$ cat src/sv/mcbd_pkg.sv
// Shared types and constants for the mip chain box downsampler.
package mcbd_pkg;
  localparam int MaxLog2Size = 12;
  localparam int MaxChannels = 4;
  localparam int CfgLog2Size = 0;
  localparam int CfgChannels = 1;

  typedef struct packed {
    logic start;
    logic step;
    logic emit;
  } mcbd_cmd_t;

  typedef struct packed {
    logic done;
    logic is_last;
  } mcbd_sts_t;
endpackage

$ cat src/sv/mcbd_ctrl.sv
// Controller state machine that sequences the cascade for one item.
module mcbd_ctrl (
  input  logic                  clk,
  input  logic                  rst,
  input  logic                  in_fire,
  input  logic                  out_fire,
  input  mcbd_pkg::mcbd_sts_t   sts,
  output mcbd_pkg::mcbd_cmd_t   cmd,
  output logic                  in_ready,
  output logic                  out_valid
);
  import mcbd_pkg::*;

  localparam logic [1:0] StIdle = 2'd0;
  localparam logic [1:0] StRead = 2'd1;
  localparam logic [1:0] StCalc = 2'd2;
  localparam logic [1:0] StOut  = 2'd3;

  logic [1:0] state;
  logic [1:0] state_next;

  always_comb begin
    state_next = state;
    cmd = '0;
    unique case (state)
      StIdle: begin
        if (in_fire) begin
          cmd.start = 1'b1;
          state_next = StOut;
        end
      end
      StRead: begin
        state_next = StCalc;
      end
      StCalc: begin
        cmd.step = 1'b1;
        state_next = StOut;
      end
      StOut: begin
        if (out_fire) begin
          cmd.emit = 1'b1;
          if (sts.done) begin
            state_next = StIdle;
          end else begin
            state_next = StRead;
          end
        end
      end
      default: state_next = StIdle;
    endcase
  end

  assign in_ready  = (state == StIdle);
  assign out_valid = (state == StOut);

  always_ff @(posedge clk) begin
    if (rst) begin
      state <= StIdle;
    end else begin
      state <= state_next;
    end
  end

`ifndef SYNTHESIS
  a_no_out_idle: assert property (@(posedge clk) disable iff (rst)
    in_ready |-> !out_valid) else $error("output valid while idle");
  a_start_goes_out: assert property (@(posedge clk) disable iff (rst)
    in_fire |=> out_valid) else $error("start did not present a result");
  a_done_idle: assert property (@(posedge clk) disable iff (rst)
    (out_fire && sts.done) |=> in_ready) else $error("no return to idle");
`endif
endmodule

$ cat config.mk
export PLATFORM = sky130hd
export DESIGN_NAME = mcbd_ctrl
export DESIGN_NICKNAME = d
export VERILOG_FILES = /design/src/sv/mcbd_pkg.sv /design/src/sv/mcbd_ctrl.sv
export SDC_FILE = /design/constraint.sdc
export NUM_CORES = 1
export LEC_CHECK = 0
export BUFFER_PORTS_ARGS = -buffer_cell sky130_fd_sc_hd__buf_2
export CELL_PAD_IN_SITES_DETAIL_PLACEMENT = 0
export CELL_PAD_IN_SITES_GLOBAL_PLACEMENT = 1
export CORE_AREA = 2 2 39 41
export DETAILED_ROUTE_END_ITERATION = 8
export DIE_AREA = 0 0 41 43
export HOLD_SLACK_MARGIN = 0.12
export MAX_ROUTING_LAYER = met4
export PLACE_DENSITY_LB_ADDON = 0.1
export SYNTH_ARGS = -nofsm -noshare
export SYNTH_HDL_FRONTEND = slang
export SYNTH_SLANG_ARGS = --single-unit
$ cat constraint.sdc
create_clock -name clk -period 1 [get_ports clk]
set_input_delay 0.1 -clock clk [delete_from_list [all_inputs] [get_ports clk]]
set_output_delay 0.1 -clock clk [all_outputs]
set_load 0.02 [all_outputs]
### Yosys cells after proc, flatten, opt, wreduce, memory -nomap -nowiden

Index checks and enable logic that the tools add are counted.

* word-level logic and storage cells: 17
* flip-flop bits (word level): 2
* output and inout port bits: 5

* reductions and logical operators: 2
* eq/ne operators: 5
* multiplexer cells: 9

Operators by type and width (count)
* one-hot mux 2 bit (4 select lines): 1
* 2-to-1 mux 1 bit: 6
* == test 2 bit (second input constant): 2
* 2-to-1 mux 2 bit: 2
* inequality test 2 bit (second input constant): 2
* == test 2 x 1 -> 1 bit (second input constant): 1
* zero test 2 bit: 1
* AND reduction 2 bit: 1

### Logic depth before layout (Yosys ltp)

* depth in word-level cells: 3
* depth in mapped cells: 2
* depth with buffers taken out: 2

### Worst setup path after synthesis

Ideal clock, no wire load.

* kind: flip-flop to output port
* start point: register state[0]
* end point: output cmd[2] (netlist bit)
* stages on the path, launching flop included: 3
* arrival: 0.943 ns
* slack: -0.043 ns
* data required time: 0.900 ns
* cell sequence: dfxtp_1 > nor2_1 > and2_1

RTL lines
* from (decl): RTL line mcbd_ctrl.sv:19 `logic [1:0] state;`
* from (signal assigned): RTL line mcbd_ctrl.sv:58 `state <= StIdle;`
* from (signal assigned): RTL line mcbd_ctrl.sv:60 `state <= state_next;`
* to (decl): RTL line mcbd_ctrl.sv:8 `output mcbd_pkg::mcbd_cmd_t cmd,`

==> summary.md <==
| Metric | Value |
|---|---|
| Share of the synthesized area in the top cell type | between 30% and 40% |
| Register clock-pin slew on the reported worst setup and hold paths | 0.03 ns |
| Clock Tree Buf Depth | 2 |
| TritonRoute pass-1 iters | 2 |
| Starting Density | under 10% |
| Placeable core region | about 1400 um2 |
| Max Clk Rate | slightly below 1 GHz |
| Placer congestion estimate | ~0.56 |
| Number of flops mapped to enable cells by yosys | 0 |
| DRC viols | 0 |
| ANT nets after route | 0 |
| Crit Path Max Fanout | 6 |
| Layout cells sized above 1 | 72.00% |
| Largest regs | state x2 |
| Reg2reg end | state[0] |
| Ranking of synthesized cells by area | dfxtp_1, and2_1, a21bo_1 |
| Routed WL per cell | roughly 8.0 um |
| Net Sw Frac | roughly 28% |
| Final setup viols | 2 |
| Tmin final | roughly 1.0 ns |
| Final hold slack | 0.1694 ns |
| Synth area leader | dfxtp_1 |
| NetSw | roughly 110 uW |
| Worst Path Required | roughly 0.90 ns |
| Ys async rst share | 0% |
| Ys Warns | 0 |
| Top reg by flops | state |
| Vias in the first global route | 130 |
| Die W | between 40 and 50 um |
| Initial antenna violation count | 0 |
| Met2 Routed Length | 176 um |
| Routed vias | ~130 |
| Worst vdd ir | 481.4 uV |
| Cell area after synthesis | 105.1 um2 |
| Failing checks | setup timing |
| Final slew viol count | 0 |
| CP top delay family | flip-flops |
| FF-to-FF setup slack | 0.20 ns |
| DRT iter0 DRCs | 2 |
| Pin count of the biggest net entering global routing | 8 |
| Int Pwr | 276.2 uW |
| Register area share after synthesis | about two fifths |
| Top cells by instance count after synthesis | and2_1, dfxtp_1, nor3_1 |
| Leak Pwr | approximately 0.11 nW |
| CP max stage cell | dfxtp_4 |
| Maximum Capacitance Violations | 0 |
| WL final | ~330 um |
| Met3 WL post-DR | roughly 33 um |
| Total die area | about 1800 um2 |
| Clock Skew | roughly 0.0036 ns |
| Post-Syn Nets | 18 |
| Worst Hold Launch | sts[1] |
| Setup TNS | -0.01586 ns |
| Hold Crit Depth | 3 |
| CP Cell Sequence | nor2_4, and2_4, buf_6 |
| Skew-Pair Late Insertion Delay | about 0.22 ns |
| Rows | 14 |
| Root buffer cell | clkbuf_4 |
| Highest metal used | met3 |
| Multi-input logic area | between 80 and 90 um2 |
| Clk pwr share | 46.2% |
| Setup bufs post-CTS | 0 |
| Period utilisation layout | 101.6% |
| M1 WL | 120 um |
| Worst Path Buf+Inv | 1 |
| Critical path class | reg2out |
| Vias per cell | around 3.3 |
| Data arrival, critical path | ~0.92 ns |
| Pre-CTS setup slack | about 0.11 ns |
| CTS tree | done |
| Worst setup EP type | output port |
| Slowest stage delay, CP | between 0.3 and 0.4 ns |
| Distinct cell type count after synthesis | 9 |
| FF+latch count, synth | 2 |
| Worst R2R Path Depth | 2 |
| Comb pwr share | approximately a quarter |
| R2r startpoint | state[1] |
| TritonCTS Buffers | 3 |
| Post-route cell area | 246.5 um2 |
| Register area | approximately 48 um2 |
| Top_reg_cell synth | dfxtp_1 |
| IO Port Bufs | 9 |
| H-tree Lvls | 1 |
| Seq pwr share | between 20% and 30% |
| First-pass GRT wire length | roughly 480 um |
| Worst Hold Path EP | state[0] |
| Total grt overflow | 0 |
| Ant. Diodes | 0 |
| Dpl cell area | approximately 170 um2 |
| Io pins | 11 |
| Post-Syn Instances | 12 |
| Type of origin of the critical path | register |
| Aggregate global-route resource usage | under 10% |
| Average cell area after synthesis | 8.758 um2 |
| Least-Margin Pin Slew | about 0.16 ns |
| Fin util | roughly 18% |
| Slew headroom | between 80% and 90% |
| Power density over the cells | around 1600 nW/um2 |
| Hold Path Class | in2reg |
| Worst path depth | 3 |
| PnR worst setup slack | -0.01555 ns |
| Unrepaired setup endpoints after global routing | yes |
| Fill cells | approximately 170 |
| Num Clock Sinks | 2 |
| Number of flip-flops in the largest register | 2 |
| Area Overhead vs Synth | 134.5% |
| Status | complete, but fails checks |
| Final count of hold timing violations | 0 |
| Die height | around 43 um |
| Nets | 33 |
## power by group through the flow
stage               clock, mW  combinational, mW  sequential, mW
finish                  0.177              0.101           0.105
global route            0.200              0.109           0.107
CTS                     0.190             0.0961           0.105
detailed placement          0             0.0793           0.102
global placement            0             0.0788           0.104
floorplan                   0             0.0502          0.0989
## area by class of cell
cell class	instances	area share, %
Clock buffer	3	9.137
Multi-Input combinational cell	10	32.49
Sequential cell	2	19.29
Tap cell	16	8.122
Timing Repair Buffer	10	30.96
## per-stage QoR
step           cells  power (mW)
2_1_floorplan     12      0.1491
3_3_place_gp      37      0.1824
3_5_place_dp      37      0.1816
4_1_cts           41      0.3915
5_1_grt           41      0.4157
6_report          41      0.3823
## worst max path at each step
stage,end,startpoint
3_3_place_gp,cmd[0],state[1]
3_5_place_dp,cmd[0],state[1]
5_1_grt,cmd[2],state[0]
4_1_cts,cmd[2],state[0]
2_1_floorplan,cmd[2],state[0]
6_report,cmd[2],state[0]
## cell usage in the layout, fill, tap and decap left out
master and n:
clkbuf_4 3, nor2b_1 1, nor3_1 2, and2_4 1
a21oi_2 1, a21bo_1 1, and2_1 1, o21bai_1 1
nor2_4 1, dfxtp_4 2, buf_4 1, dlygate4sd3_1 1
buf_6 3, buf_2 5, and3_4 1
## what timing repair did
item / in CTS / in global routing
hold buffers: 1 / 0
hold endpoints to repair: 2 / 0
setup endpoints to repair: 4 / 4
pin swaps: 1 / 0
gates resized for setup: 11 / 3
## tightest hold or removal path, delay by kind of cell
kind,cells,cell delay [ns]
AOI/OAI and AO/OA,2,0.17
buffers and inverters,1,0.08
## layer usage
layer  track usage [%]  up-vias
met5                 -        -
met4             6.000        0
met3             3.141        0
met2             5.938        4
met1             3.822       60
li1                  -       70
## cell families (layout without fill, tap and decap cells)
family          after synthesis  after routing  synth area share, %
compound gates                3              3                25.00
simple gates                  7              7                36.91
flops                         2              2                38.10
buf+inv                       0             13                    0
(Power assumes the default switching activity.)
